==> src/design/bsfd_pkg.sv <==
// Shared types and constants for the byte-stuffed frame decoder.
// No dependencies; used by byte_stuffed_frame_decoder_unit.

package bsfd_pkg;

   localparam int unsigned BYTE_W    = 8;
   localparam int unsigned STATUS_W  = 3;
   localparam int unsigned COUNT_W   = 8;
   localparam int unsigned CSR_IDX_W = 2;
   localparam int unsigned RSP_DATA_W = 24;

   // Configuration register indexes.
   localparam logic [CSR_IDX_W-1:0] CSR_START_CODE  = 2'd0;
   localparam logic [CSR_IDX_W-1:0] CSR_STOP_CODE   = 2'd1;
   localparam logic [CSR_IDX_W-1:0] CSR_ESCAPE_CODE = 2'd2;

   // Register values after reset.
   localparam logic [BYTE_W-1:0] START_CODE_RESET  = 8'd2;
   localparam logic [BYTE_W-1:0] STOP_CODE_RESET   = 8'd3;
   localparam logic [BYTE_W-1:0] ESCAPE_CODE_RESET = 8'd16;

   localparam logic [COUNT_W-1:0] COUNT_MAX = {COUNT_W{1'b1}};

   typedef enum logic [STATUS_W-1:0] {
      STATUS_OK          = 3'd0,
      STATUS_NO_START    = 3'd1,
      STATUS_NO_STOP     = 3'd2,
      STATUS_BARE_FLAG   = 3'd3,
      STATUS_ESC_AT_STOP = 3'd4,
      STATUS_BAD_ESCAPE  = 3'd5
   } status_type;

   typedef enum logic {
      KIND_PAYLOAD = 1'b0,
      KIND_STATUS  = 1'b1
   } kind_type;

endpackage

==> src/design/byte_stuffed_frame_decoder_unit.sv <==
// Byte-stuffed frame decoder: start/stop check, escape removal, end-of-frame status.
// Depends on bsfd_pkg for codes, widths and register indexes.
// A word accepted on req_ passes the input register, then the result register,
// before its result shows on rsp_; words that cause no result vanish there.
// Throughput: one word per cycle while rsp_tready does not stall the result register,
// set by the update of the frame state between the input and result registers.
// Reset (synchronous, active high) clears both valid bits, rearms the frame state
// and loads the start, stop and escape codes with 2, 3 and 16.

module byte_stuffed_frame_decoder_unit (
   input  logic                                clock,
   input  logic                                reset,
   // Input words.
   input  logic                                req_tvalid,
   output logic                                req_tready,
   input  logic [bsfd_pkg::BYTE_W-1:0]         req_tdata,  // frame_byte
   input  logic                                req_tlast,  // is_final
   // Result words.
   output logic                                rsp_tvalid,
   input  logic                                rsp_tready,
   // [7:0] payload_byte, [10:8] frame_status, [18:11] payload_count, [23:19] zero
   output logic [bsfd_pkg::RSP_DATA_W-1:0]     rsp_tdata,
   output logic                                rsp_tuser,  // result_kind
   // Configuration writes.
   input  logic                                csr_write_en,
   input  logic [bsfd_pkg::CSR_IDX_W-1:0]      csr_index,
   input  logic [bsfd_pkg::BYTE_W-1:0]         csr_wdata
);

   // Configuration registers.
   logic [bsfd_pkg::BYTE_W-1:0] start_code_ff, stop_code_ff, escape_code_ff;

   always_ff @(posedge clock) begin
      if (reset) begin
         start_code_ff  <= bsfd_pkg::START_CODE_RESET;
         stop_code_ff   <= bsfd_pkg::STOP_CODE_RESET;
         escape_code_ff <= bsfd_pkg::ESCAPE_CODE_RESET;
      end else if (csr_write_en) begin
         unique case (csr_index)
            bsfd_pkg::CSR_START_CODE:  start_code_ff  <= csr_wdata;
            bsfd_pkg::CSR_STOP_CODE:   stop_code_ff   <= csr_wdata;
            bsfd_pkg::CSR_ESCAPE_CODE: escape_code_ff <= csr_wdata;
            default: ;
         endcase
      end
   end

   // Input register.
   logic                        in_valid_ff;
   logic [bsfd_pkg::BYTE_W-1:0] in_byte_ff;
   logic                        in_last_ff;

   // Result register.
   logic                          out_valid_ff;
   bsfd_pkg::kind_type            out_kind_ff,   out_kind_in;
   logic [bsfd_pkg::BYTE_W-1:0]   out_byte_ff,   out_byte_in;
   bsfd_pkg::status_type          out_status_ff, out_status_in;
   logic [bsfd_pkg::COUNT_W-1:0]  out_count_ff,  out_count_in;
   logic                          emit;

   // Frame state.
   logic                         at_frame_start_ff, at_frame_start_in;
   logic                         start_seen_ok_ff,  start_seen_ok_in;
   logic                         escape_pending_ff, escape_pending_in;
   bsfd_pkg::status_type         content_error_ff,  content_error_in;
   logic [bsfd_pkg::COUNT_W-1:0] decoded_count_ff,  decoded_count_in;

   logic out_open;
   logic work;

   assign out_open   = !out_valid_ff || rsp_tready;
   assign work       = in_valid_ff && out_open;
   assign req_tready = !in_valid_ff || out_open;

   always_ff @(posedge clock) begin
      if (reset) begin
         in_valid_ff <= 1'b0;
      end else if (req_tready) begin
         in_valid_ff <= req_tvalid;
      end
   end

   always_ff @(posedge clock) begin
      if (req_tready && req_tvalid) begin
         in_byte_ff <= req_tdata;
         in_last_ff <= req_tlast;
      end
   end

   // One pass of the decoder over the registered byte.
   always_comb begin
      logic start_ok;
      logic is_special;
      logic decode;

      start_ok   = at_frame_start_ff ? (in_byte_ff == start_code_ff) : start_seen_ok_ff;
      is_special = (in_byte_ff == start_code_ff) || (in_byte_ff == stop_code_ff) ||
                   (in_byte_ff == escape_code_ff);
      decode     = 1'b0;

      at_frame_start_in = 1'b0;
      start_seen_ok_in  = start_ok;
      escape_pending_in = escape_pending_ff;
      content_error_in  = content_error_ff;
      decoded_count_in  = decoded_count_ff;

      emit          = 1'b0;
      out_kind_in   = bsfd_pkg::KIND_PAYLOAD;
      out_byte_in   = in_byte_ff;
      out_status_in = bsfd_pkg::STATUS_OK;
      out_count_in  = '0;

      if (in_last_ff) begin
         emit         = 1'b1;
         out_kind_in  = bsfd_pkg::KIND_STATUS;
         out_byte_in  = '0;
         out_count_in = decoded_count_ff;
         priority if (!start_ok) begin
            out_status_in = bsfd_pkg::STATUS_NO_START;
            out_count_in  = '0;
         end else if (in_byte_ff != stop_code_ff) begin
            out_status_in = bsfd_pkg::STATUS_NO_STOP;
            out_count_in  = '0;
         end else if (content_error_ff != bsfd_pkg::STATUS_OK) begin
            out_status_in = content_error_ff;
         end else if (escape_pending_ff) begin
            out_status_in = bsfd_pkg::STATUS_ESC_AT_STOP;
         end else begin
            out_status_in = bsfd_pkg::STATUS_OK;
         end
         // Rearm for the next frame.
         at_frame_start_in = 1'b1;
         start_seen_ok_in  = 1'b0;
         escape_pending_in = 1'b0;
         content_error_in  = bsfd_pkg::STATUS_OK;
         decoded_count_in  = '0;
      end else if (!at_frame_start_ff && start_ok &&
                   content_error_ff == bsfd_pkg::STATUS_OK) begin
         if (escape_pending_ff) begin
            escape_pending_in = 1'b0;
            if (is_special) begin
               decode = 1'b1;
            end else begin
               content_error_in = bsfd_pkg::STATUS_BAD_ESCAPE;
            end
         end else if ((in_byte_ff == start_code_ff) || (in_byte_ff == stop_code_ff)) begin
            // A flag byte checks before the escape code does.
            content_error_in = bsfd_pkg::STATUS_BARE_FLAG;
         end else if (in_byte_ff == escape_code_ff) begin
            escape_pending_in = 1'b1;
         end else begin
            decode = 1'b1;
         end
      end

      if (decode) begin
         emit = 1'b1;
         if (decoded_count_ff != bsfd_pkg::COUNT_MAX) begin
            decoded_count_in = decoded_count_ff + 1'b1;
         end
      end
   end

   always_ff @(posedge clock) begin
      if (reset) begin
         at_frame_start_ff <= 1'b1;
         start_seen_ok_ff  <= 1'b0;
         escape_pending_ff <= 1'b0;
         content_error_ff  <= bsfd_pkg::STATUS_OK;
         decoded_count_ff  <= '0;
      end else if (work) begin
         at_frame_start_ff <= at_frame_start_in;
         start_seen_ok_ff  <= start_seen_ok_in;
         escape_pending_ff <= escape_pending_in;
         content_error_ff  <= content_error_in;
         decoded_count_ff  <= decoded_count_in;
      end
   end

   always_ff @(posedge clock) begin
      if (reset) begin
         out_valid_ff <= 1'b0;
      end else if (out_open) begin
         out_valid_ff <= work && emit;
      end
   end

   always_ff @(posedge clock) begin
      if (work && emit) begin
         out_kind_ff   <= out_kind_in;
         out_byte_ff   <= out_byte_in;
         out_status_ff <= out_status_in;
         out_count_ff  <= out_count_in;
      end
   end

   assign rsp_tvalid = out_valid_ff;
   assign rsp_tuser  = out_kind_ff;
   assign rsp_tdata  = {{(bsfd_pkg::RSP_DATA_W - bsfd_pkg::BYTE_W - bsfd_pkg::STATUS_W
                          - bsfd_pkg::COUNT_W){1'b0}},
                        out_count_ff, out_status_ff, out_byte_ff};

   // A status word for a missing start or stop flag reports no payload.
   assert property (@(posedge clock) disable iff (reset)
      out_valid_ff && out_kind_ff == bsfd_pkg::KIND_STATUS &&
      (out_status_ff == bsfd_pkg::STATUS_NO_START || out_status_ff == bsfd_pkg::STATUS_NO_STOP)
      |-> out_count_ff == '0)
      else $error("status word without start or stop carries a nonzero count");

   // Payload words carry zero status and count.
   assert property (@(posedge clock) disable iff (reset)
      out_valid_ff && out_kind_ff == bsfd_pkg::KIND_PAYLOAD
      |-> out_status_ff == bsfd_pkg::STATUS_OK && out_count_ff == '0)
      else $error("payload word carries status or count");

   // The last byte of a frame rearms the decoder.
   assert property (@(posedge clock) disable iff (reset)
      work && in_last_ff |=> at_frame_start_ff && !escape_pending_ff &&
      content_error_ff == bsfd_pkg::STATUS_OK && decoded_count_ff == '0)
      else $error("decoder not rearmed after the last byte of a frame");

   // Only the bare-flag and bad-escape errors are latched during content.
   assert property (@(posedge clock) disable iff (reset)
      content_error_ff == bsfd_pkg::STATUS_OK ||
      content_error_ff == bsfd_pkg::STATUS_BARE_FLAG ||
      content_error_ff == bsfd_pkg::STATUS_BAD_ESCAPE)
      else $error("unexpected latched content error");

endmodule

==> config.mk <==
export PLATFORM = sky130hd
export DESIGN_NAME = byte_stuffed_frame_decoder_unit
export DESIGN_NICKNAME = d
export VERILOG_FILES = /design/src/design/bsfd_pkg.sv /design/src/design/byte_stuffed_frame_decoder_unit.sv
export SDC_FILE = /design/constraint.sdc
export NUM_CORES = 1
export LEC_CHECK = 0
export BUFFER_PORTS_ARGS = -buffer_cell sky130_fd_sc_hd__buf_2
export CAP_MARGIN = 0
export CORE_ASPECT_RATIO = 0.9
export CORE_UTILIZATION = 40
export DETAILED_ROUTE_END_ITERATION = 8
export HOLD_SLACK_MARGIN = 0.15
export PLACE_DENSITY_LB_ADDON = 0.25
export SLEW_MARGIN = 5
export SYNTH_ARGS = -nofsm -noshare
export SYNTH_HDL_FRONTEND = slang
export SYNTH_SLANG_ARGS = --single-unit
==> constraint.sdc <==
create_clock -name clock -period 7.48 [get_ports clock]
set_input_delay 0.374 -clock clock [delete_from_list [all_inputs] [get_ports clock]]
set_output_delay 0.374 -clock clock [all_outputs]
set_load 0.005 [all_outputs]
# [Word level (Yosys, flattened, before mapping)]
# Cells that the tools add are included.
[word_totals] romBits=0 out_inout_bits=27 regBits=69 latch_bits=0 ram_bits=0 inputBits=24 n_memories=0 elab_cells=80
[classes] n_mul=0 shift=0 magnitude_cmp=0 n_addsub=1 n_mux=27 div=0 n_reduce_logical=24 eq_ne=8 bitwise=2
[ops] cell="$eq A8 B8 Y1" n=3
[ops] cell="$mux W8" n=3
[ops] cell="$mux W3" n=7
[ops] cell="$mux W1" n=16
[ops] cell="$reduce_and A2 Y1" n=5
[ops] cell="$add A8 B1 Y8 const B" n=1
[ops] cell="$ne A8 B8 Y1" n=1
[ops] cell="$ne A8 B8 Y1 const B" n=1
[ops] cell="$reduce_bool A3 Y1" n=2
[ops] cell="$logic_and A1 B1 Y1" n=5
[ops] cell="$logic_or A1 B1 Y1" n=4
[ops] cell="$reduce_and A4 Y1" n=1
[ops] cell="$logic_not A1 Y1" n=3
[ops] cell="$logic_not A3 Y1" n=1
[ops] cell="$ne A3 B3 Y1 const B" n=1
[ops] cell="$reduce_or A3 Y1" n=1
[ops] cell="$eq A2 B1 Y1 const B" n=1
[ops] cell="$eq A2 B2 Y1 const B" n=1
[ops] cell="$logic_not A2 Y1" n=1
[ops] cell="$mux W2" n=1
[ops] cell="$not A1 Y1" n=2
[ops] cell="$reduce_bool A2 Y1" n=1

# [Longest topological paths before layout]
# Gate-level depths: netlist of the first run.
[depth] word_depth=9 ltp_mapped=7 mapped_depth_nobuf=7

# [Least setup slack after synthesis of the first run]
# OpenSTA, ideal clock, no wires.
[synth_path] path_kind="reg-to-reg" startpoint="register in_byte_ff[2] (netlist bit)" endpoint="register out_byte_ff[0] (netlist bit) (enable)" path_buffers=0 slack_ps=4761 period_less_slack_ps=2719 required_ps=7083 arrival_ps=2322 setup_ps=397 path_stages_with_launch=8 cell_sequence="edfxtp_1 -> xnor2_1 -> nand4_1 -> nor2_1 -> nor3_4 -> xor2_2 -> a21oi_2 -> nor2_1"
[synth_between] elab_chain_len=9 word_cells_on_any_way=16 cone_classes="eq/ne: 3; mux: 8; reduce/logical: 5"
[synth_lines] item="from (decl)" line_no="byte_stuffed_frame_decoder_unit.sv:50" rtl="logic [bsfd_pkg::BYTE_W-1:0] in_byte_ff;"
[synth_lines] item="from (signal assigned)" line_no="byte_stuffed_frame_decoder_unit.sv:85" rtl="in_byte_ff <= req_tdata;"
[synth_lines] item="$eq A8 B8 Y1 (on tied branches)" line_no="byte_stuffed_frame_decoder_unit.sv:96, byte_stuffed_frame_decoder_unit.sv:97, byte_stuffed_frame_decoder_unit.sv:146"
[synth_lines] item="$logic_or A1 B1 Y1" line_no="byte_stuffed_frame_decoder_unit.sv:97, byte_stuffed_frame_decoder_unit.sv:146"
[synth_lines] item="$logic_or A1 B1 Y1" line_no="byte_stuffed_frame_decoder_unit.sv:97" rtl="is_special = (in_byte_ff == start_code_ff) || (in_byte_ff == stop_code_ff) ||"
[synth_lines] item="$mux W1" line_no="byte_stuffed_frame_decoder_unit.sv:141" rtl="if (is_special) begin"
[synth_lines] item="$mux W1" line_no="byte_stuffed_frame_decoder_unit.sv:139" rtl="if (escape_pending_ff) begin"
[synth_lines] item="$mux W1 *" line_no="byte_stuffed_frame_decoder_unit.sv:137" rtl="end else if (!at_frame_start_ff && start_ok &&"
[synth_lines] item="$mux W1 *" line_no="byte_stuffed_frame_decoder_unit.sv:113" rtl="if (in_last_ff) begin"
[synth_lines] item="$mux W1 *" line_no="byte_stuffed_frame_decoder_unit.sv:156" rtl="if (decode) begin"
[synth_lines] item="$logic_and A1 B1 Y1 *" line_no="byte_stuffed_frame_decoder_unit.sv:189" rtl="if (work && emit) begin"
[synth_lines] item="to (signal assigned)" line_no="byte_stuffed_frame_decoder_unit.sv:191" rtl="out_byte_ff <= out_byte_in;"
[synth_lines] item="to (decl)" line_no="byte_stuffed_frame_decoder_unit.sv:56" rtl="logic [bsfd_pkg::BYTE_W-1:0] out_byte_ff, out_byte_in;"
# Mark *: on every way between the ends. The rest lies on a longest branch, timed or not.
# A chain may end at the register's enable or synchronous reset.

# [Worst setup path in the final report of the first run]
[layout_path] startpoint="register in_byte_ff[2] (netlist bit)" endpoint="register out_count_ff[7] (netlist bit) (enable)"
[layout_between] elab_chain_len=9 word_cells_on_any_way=16 cone_classes="eq/ne: 3; mux: 8; reduce/logical: 5"
[layout_lines] item="$eq A8 B8 Y1 (on tied branches)" line_no="byte_stuffed_frame_decoder_unit.sv:96, byte_stuffed_frame_decoder_unit.sv:97, byte_stuffed_frame_decoder_unit.sv:146"
[layout_lines] item="$logic_or A1 B1 Y1" line_no="byte_stuffed_frame_decoder_unit.sv:97, byte_stuffed_frame_decoder_unit.sv:146"
[layout_lines] item="$logic_or A1 B1 Y1" line_no="byte_stuffed_frame_decoder_unit.sv:97"
[layout_lines] item="$mux W1" line_no="byte_stuffed_frame_decoder_unit.sv:141"
[layout_lines] item="$mux W1" line_no="byte_stuffed_frame_decoder_unit.sv:139"
[layout_lines] item="$mux W1 *" line_no="byte_stuffed_frame_decoder_unit.sv:137"
[layout_lines] item="$mux W1 *" line_no="byte_stuffed_frame_decoder_unit.sv:113"
[layout_lines] item="$mux W1 *" line_no="byte_stuffed_frame_decoder_unit.sv:156"
[layout_lines] item="$logic_and A1 B1 Y1 *" line_no="byte_stuffed_frame_decoder_unit.sv:189"
[layout_lines] item="to (signal assigned)" line_no="byte_stuffed_frame_decoder_unit.sv:193" rtl="out_count_ff <= out_count_in;"
[layout_lines] item="to (decl)" line_no="byte_stuffed_frame_decoder_unit.sv:58" rtl="logic [bsfd_pkg::COUNT_W-1:0] out_count_ff, out_count_in;"
# Marked as above.

==> impl_metrics.csv, run 1 <==
group,metric,value,unit
sta,worst_pin_slew,0.957,ns
synth,netlist.area_leader.share,28.7,%
worst_setup_path,worstPathArrival,2.83,ns
synth,syn_avg_cell_area,10.6,µm²
synth,async_flop_share,0,%
worst_setup_path,cp_cell_sequence,"xnor2_1 > nand4_1 > nor2_2 > nor3_4 > xor2_2 > a21oi_2 > nor2_2",
clocking,cts_tree,"done",
route,routed_wl,5850,µm
final_layout,final_nets,358,
worst_setup_path,slowest_delay,0.76,ns
synth,yosys-top-cells-area,"edfxtp_1 (29%), dfxtp_1 (26%), xnor2_1 (7.2%)",
sta,slew_headroom,36.2,%
placed_design,dp_hpwl,4200,µm
placed_design,place_area,3320,µm²
sta,fin_setup_tns,0,ns
worst_setup_path,cp-start-kind,"register",
synth,synth_flop_cell,"dfxtp_1",
placed_design,globalplace.congestion,0.815,
sta,min_period_over_period,38.4,%
route,first_iter_violations,130,
clocking,post_cts_buffers,0,
route,drcViolationCount,0,
synth,synth.distinct_cells,44,
route,vias,2135,
sta,hold_violations,0,
route,wl_per_cell,13.6,µm
final_layout,syn2layout_area_growth,17.1,%
clocking,clk_path_buf_depth,2,
clocking,cts_made_buffers,9,
route,drt-pass1-iter-count,4,
pwr,irDropWorstVdd,0.115,mV
status,outcome,"completed",
worst_setup_path,required,7.44,ns
route,postRouteAntennaNets,0,
final_layout,drive_gt1_share,20.4,%
sta,setup_violations,0,
clocking,htree_num_levels,3,
synth,ys_ff_latch,69,
floorplanning,ioPinCount,51,
floorplanning,num_rows,29,
worst_setup_path,slowest_stage,"nor2_2",
sta,final_max_slew_viol_count,0,
floorplanning,core,7180,µm²
placed_design,port_buffers,45,
global_route,grt_max_degree,35,
sta,fin_hold_ws,0.211,ns
synth,synth_edf_count,29,
global_route,gr-max-usage-layer,"met1",
sta,finalCriticalPeriod,2.87,ns
clocking,cts.hold.buffers_added,0,
global_route,grt-ovfl-total,0,
floorplanning,die-height,84.6,µm
sta,skew,0.00756,ns
pwr,cellLeakagePower,1.38,nW
final_layout,finish.utilization,49.4,%
global_route,grtUsageMet1,23.0,%
synth,synth_top_area_cell,"edfxtp_1",
clocking,clk_pin_slew,0.07,ns
sta,rsz0062_at_grt,"false",
worst_setup_path,crit_fanout,20,
global_route,met3_usage,4.35,%
synth,synth_area,3030,µm²
floorplanning,start_util,42.2,%
pwr,power_density,221,nW/µm²
clocking,cts.sinks,69,
clocking,root_buffer,"clkbuf_8",
sta,fmax,348,MHz
worst_setup_path,crit_path_frequent_cell,"nor2_2",
global_route,grt_util_all_layers,16.0,%
pwr,power,785,µW
final_layout,diodes,0,
global_route,antenna_found_initial,0,
synth,ys_warn_count,0,
global_route,grt_pass1_wl,9540,µm
route,vias_per_cell,4.95,
worst_setup_path,crit_type,"reg2reg",
floorplanning,die_w,93.7,µm
floorplanning,dieArea,7930,µm²
clocking,clk_latency,0.34,ns
synth,syn_inst,286,
final_layout,stdcell_area,3550,µm²
run,maxCapViolations,0,
final_layout,layout_common_cells,"nor2_1 (45), buf_2 (45), dfxtp_1 (40)",
synth,seq_area_frac_synth,55.2,%
worst_setup_path,cp-end-kind,"register",
global_route,grt_pass1_vias,1977,
clocking,cts.repair.resized,0,
global_route,met2_usage,22.3,%
min_path,hp-class,"in2reg",
## final timing paths
path / startpoint / to / slack (ns) / cells past startpoint
hold / removal: req_tlast / in_last_ff$_DFFE_PP_ / 0.21 / 1
hold reg to reg: at_frame_start_ff$_SDFFE_PP1P_ / at_frame_start_ff$_SDFFE_PP1P_ / 0.49 / 2
setup reg to reg: in_byte_ff[2]$_DFFE_PP_ / out_count_ff[7]$_SDFFCE_PP0P_ / 4.61 / 7
setup / recovery: in_byte_ff[2]$_DFFE_PP_ / out_count_ff[7]$_SDFFCE_PP0P_ / 4.61 / 7
## cell families after synthesis
kind of cell / Yosys count / share of synthesized area, %
AND/OR/NAND/NOR: 108 / 17.8
flip-flops: 69 / 55.2
AO/OA/AOI/OAI: 42 / 9.38
XOR/XNOR: 26 / 7.77
buffers and inverters: 20 / 3.10
multiplexers: 19 / 6.28
adder cells (fa/ha/maj): 1 / 0.413
other: 1 / 0.124
## per-layer routing
| metal | vias up | part of all wire [%] |
|---|---|---|
| li1 | 1085 | - |
| met3 | 4 | 6.4 |
| met5 | - | 0 |
| met1 | 983 | 50 |
| met2 | 63 | 43 |
| met4 | 0 | 1.0 |
## stage by stage
step / setup slack (ns) / std cells
floorplan: 4.76 / 290
global placement: 4.63 / 415
detailed placement: 4.61 / 415
CTS: 4.59 / 431
global route: 4.38 / 431
finish: 4.61 / 431
## final cells by class
class,instances,area (µm²)
Fill cell,681,3640
Sequential cell,69,1670
Multi-Input combinational cell,201,1280
Timing Repair Buffer,46,233
Clock buffer,13,201
Tap cell,93,116
Inverter,6,22.5
Clock inverter,3,20.0
## worst max-delay path, delay by kind of cell, from the launching register on
kind,cells,cell delay (ns)
simple gates,4,1.31
xor+xnor,2,0.56
flops,1,0.47
compound gates,1,0.14
## synth_stat cells (all sizes together), types with 2 or more instances
cell type	instances
nor2b	11
and2	9
o311ai	3
a21oi	15
a31oi	2
xnor2	25
and3	3
o211ai	2
a211oi	2
nand2	12
clkbuf	8
edfxtp	29
a22oi	2
buf	6
dfxtp	40
o21ai	5
inv	6
nand4	6
mux2i	19
nor3	6
a211o	4
nor2	47
nand2b	3
nand3b	2
nand3	6
o21a	2
## sequential cells by signal, summed over array words and instances (netlist names)
signal	cells
content_error_ff	3
start_code_ff	8
decoded_count_ff	8
stop_code_ff	8
in_valid_ff	1
at_frame_start_ff	1
escape_pending_ff	1
out_byte_ff	8
escape_code_ff	8
rsp_tvalid	1
start_seen_ok_ff	1
out_status_ff	3
in_byte_ff	8
out_count_ff	8
rsp_tuser	1
in_last_ff	1
## where the power goes
| group | internal [mW] | switching (mW) | leakage [nW] |
|---|---|---|---|
| Combinational | 0.0233 | 0.0265 | 0.653 |
| Sequential | 0.403 | 0.0106 | 0.610 |
| Clock | 0.180 | 0.141 | 0.117 |
| Total | 0.607 | 0.178 | 1.38 |
No activity file was read; power rests on OpenSTA's default activity.
==> run 2: changes to the inputs <==
- clock period: 7.48 -> 2.38 ns (I/O delays scaled with it)
==> run 2 against run 1 <==
Against the previous run:
- critical path type unchanged
- critical path depth increased by 1
- clock power rose to 2.5 times the previous value
- die area did not move
- global-route usage grew 0.43 points
- hold slack worse by 0.037 ns
- highest routed layer unchanged
- critical endpoint is now out_byte_ff[0]$_SDFFCE_PP0P_
- sequential share of layout area decreased by 2.5 points
- count of clock-buffer cells in the layout fell by 2
- cell count is 5.6% higher
==> impl_metrics.csv, run 2 (synthesized netlist as in run 1, its figures left out) <==
group,metric,value,unit
clocking,cts_tree,"done",
sta,final_max_slew_viol_count,0,
sta,setup_violations,0,
floorplanning,die_w,93.7,µm
final_layout,finish.utilization,52.1,%
worst_setup_path,cp-end-kind,"register",
sta,fin_setup_tns,0,ns
worst_setup_path,critPathTopFamily,"simple AND/OR/NAND/NOR gates",
status,outcome,"completed",
global_route,grt_util_all_layers,16.4,%
route,drcViolationCount,0,
floorplanning,num_rows,29,
clocking,cts_made_buffers,9,
route,first_iter_violations,157,
global_route,gr-max-usage-layer,"met1",
route,postRouteAntennaNets,0,
worst_setup_path,r2r_start,"in_byte_ff[3]$_DFFE_PP_",
route,drt-pass1-iter-count,4,
worst_setup_path,startpoint,"in_byte_ff[3]$_DFFE_PP_",
final_layout,fillers,671,
floorplanning,dieArea,7930,µm²
clocking,cts.sinks,69,
run,maxCapViolations,0,
sta,rsz0062_at_grt,"false",
global_route,met3_usage,4.44,%
worst_setup_path,path_depth,8,
final_layout,diodes,0,
clocking,clk_pin_slew,0.07,ns
clocking,clk_latency,0.33,ns
sta,fmax,453,MHz
worst_setup_path,crit_end,"out_byte_ff[0]$_SDFFCE_PP0P_",
sta,min_period_over_period,92.8,%
pwr,irDropWorstVdd,0.294,mV
final_layout,layout_commonest_cell,"buf_2",
worst_setup_path,slowest_delay,0.47,ns
worst_setup_path,required,2.42,ns
final_layout,layout_common_cells,"buf_2 (45), nor2_1 (43), dfxtp_1 (40)",
placed_design,dp_hpwl,4290,µm
sta,slew_headroom,54.9,%
route,wl_per_cell,13.4,µm
worst_setup_path,cp-start-kind,"register",
sta,skew,0.00642,ns
placed_design,port_buffers,45,
sta,finalCriticalPeriod,2.21,ns
global_route,grt_max_degree,35,
worst_setup_path,worstPathArrival,2.25,ns
route,routed_wl,6100,µm
global_route,met2_usage,22.7,%
floorplanning,start_util,42.2,%
floorplanning,core,7180,µm²
worst_setup_path,slowest_stage,"edfxtp_1",
worst_setup_path,crit_type,"reg2reg",
sta,layout_setup_ws,0.172,ns
pwr,cellLeakagePower,1.45,nW
sta,hold_violations,0,
global_route,grt-ovfl-total,0,
worst_setup_path,reg2reg_depth,8,
pwr,power_density,617,nW/µm²
clocking,root_buffer,"clkbuf_8",
floorplanning,die-height,84.6,µm
global_route,antenna_found_initial,0,
min_path,hp-class,"in2reg",
floorplanning,ioPinCount,51,
global_route,grt_pass1_wl,9930,µm
clocking,htree_num_levels,3,
global_route,grtUsageMet1,24.7,%
final_layout,final_nets,382,
route,vias_per_cell,4.92,
global_route,grt_pass1_vias,2012,
worst_setup_path,path_buf_inv,1,
placed_design,globalplace.congestion,0.814,
worst_setup_path,crit_fanout,15,
final_layout,multiInputGateArea,1290,µm²
worst_setup_path,cp_cell_sequence,"xnor2_1 > nand4_1 > nor2_2 > nor3_4 > xor2_2 > a21oi_2 > nor2_4 > buf_12",
sta,worst_pin_slew,0.677,ns
route,vias,2238,
worst_setup_path,rr_endpoint,"out_byte_ff[0]$_SDFFCE_PP0P_",
final_layout,syn2layout_area_growth,23.5,%
final_layout,drive_gt1_share,19.9,%
final_layout,seqCellArea,1670,µm²
clocking,clk_path_buf_depth,2,
placed_design,dp_worst_setup_slack,0.172,ns
worst_setup_path,r2r_slack,0.17,ns
==> run 2: power by group <==
| group | switching (mW) | internal, mW | total [mW] | leakage [nW] |
|---|---|---|---|---|
| Clock | 0.421 | 0.396 | 0.817 | 0.0781 |
| Sequential | 0.0318 | 1.27 | 1.30 | 0.610 |
| Combinational | 0.0925 | 0.0995 | 0.192 | 0.760 |
==> run 2: routing by layer <==
layer / vias to the layer above / share of wire [%]
li1: 1134 / -
met1: 1020 / 52
met5: - / 0
met2: 78 / 41
met4: 0 / 1.0
met3: 6 / 6.2
==> run 2: how the worst min path moves through the flow <==
stage / start / end / slack [ns] / depth (start not counted)
5_1_grt: rsp_tready / rsp_tvalid$_SDFFE_PP0P_ / 0.16 / 3
4_1_cts: rsp_tready / rsp_tvalid$_SDFFE_PP0P_ / 0.16 / 3
3_5_place_dp: req_tdata[4] / in_byte_ff[4]$_DFFE_PP_ / 0.30 / 1
3_3_place_gp: req_tdata[3] / in_byte_ff[3]$_DFFE_PP_ / 0.30 / 1
6_report: rsp_tready / rsp_tvalid$_SDFFE_PP0P_ / 0.17 / 3
2_1_floorplan: req_tdata[0] / in_byte_ff[0]$_DFFE_PP_ / 0.22 / 0
==> run 2: final cells by class <==
type	instances	share of cell area (%)
Sequential cell	69	44.7
Multi-Input combinational cell	201	34.5
Timing Repair Buffer	70	12.6
Clock buffer	11	3.78
Tap cell	93	3.11
Clock inverter	5	0.702
Inverter	6	0.602
==> run 2: what timing repair did <==
action,4_1_cts,5_1_grt
setup endpoints to repair,0,22
endpoints found under the hold margin,31,0
gates resized for setup,0,2
buffers inserted,0,0
hold buffers,19,0
==> run 2: worst reg2reg max path, delay by kind of cell (launching register included) <==
kind	cells	cell delay, ns
buffers and inverters	1	0.18
DFF	1	0.47
and+or+nand+nor	4	0.76
AOI/OAI and AO/OA	1	0.10
xor gates and xnor gates	2	0.40
==> run 2: stage by stage <==
step           hold slack (ns)  cell area (µm²)  cells  total power, mW
2_1_floorplan            0.218             3050    290             1.43
3_3_place_gp             0.297             3380    420             1.49
3_5_place_dp             0.297             3380    420             1.49
4_1_cts                  0.160             3740    455             2.33
5_1_grt                  0.165             3740    455             2.40
6_report                 0.174             3740    455             2.31
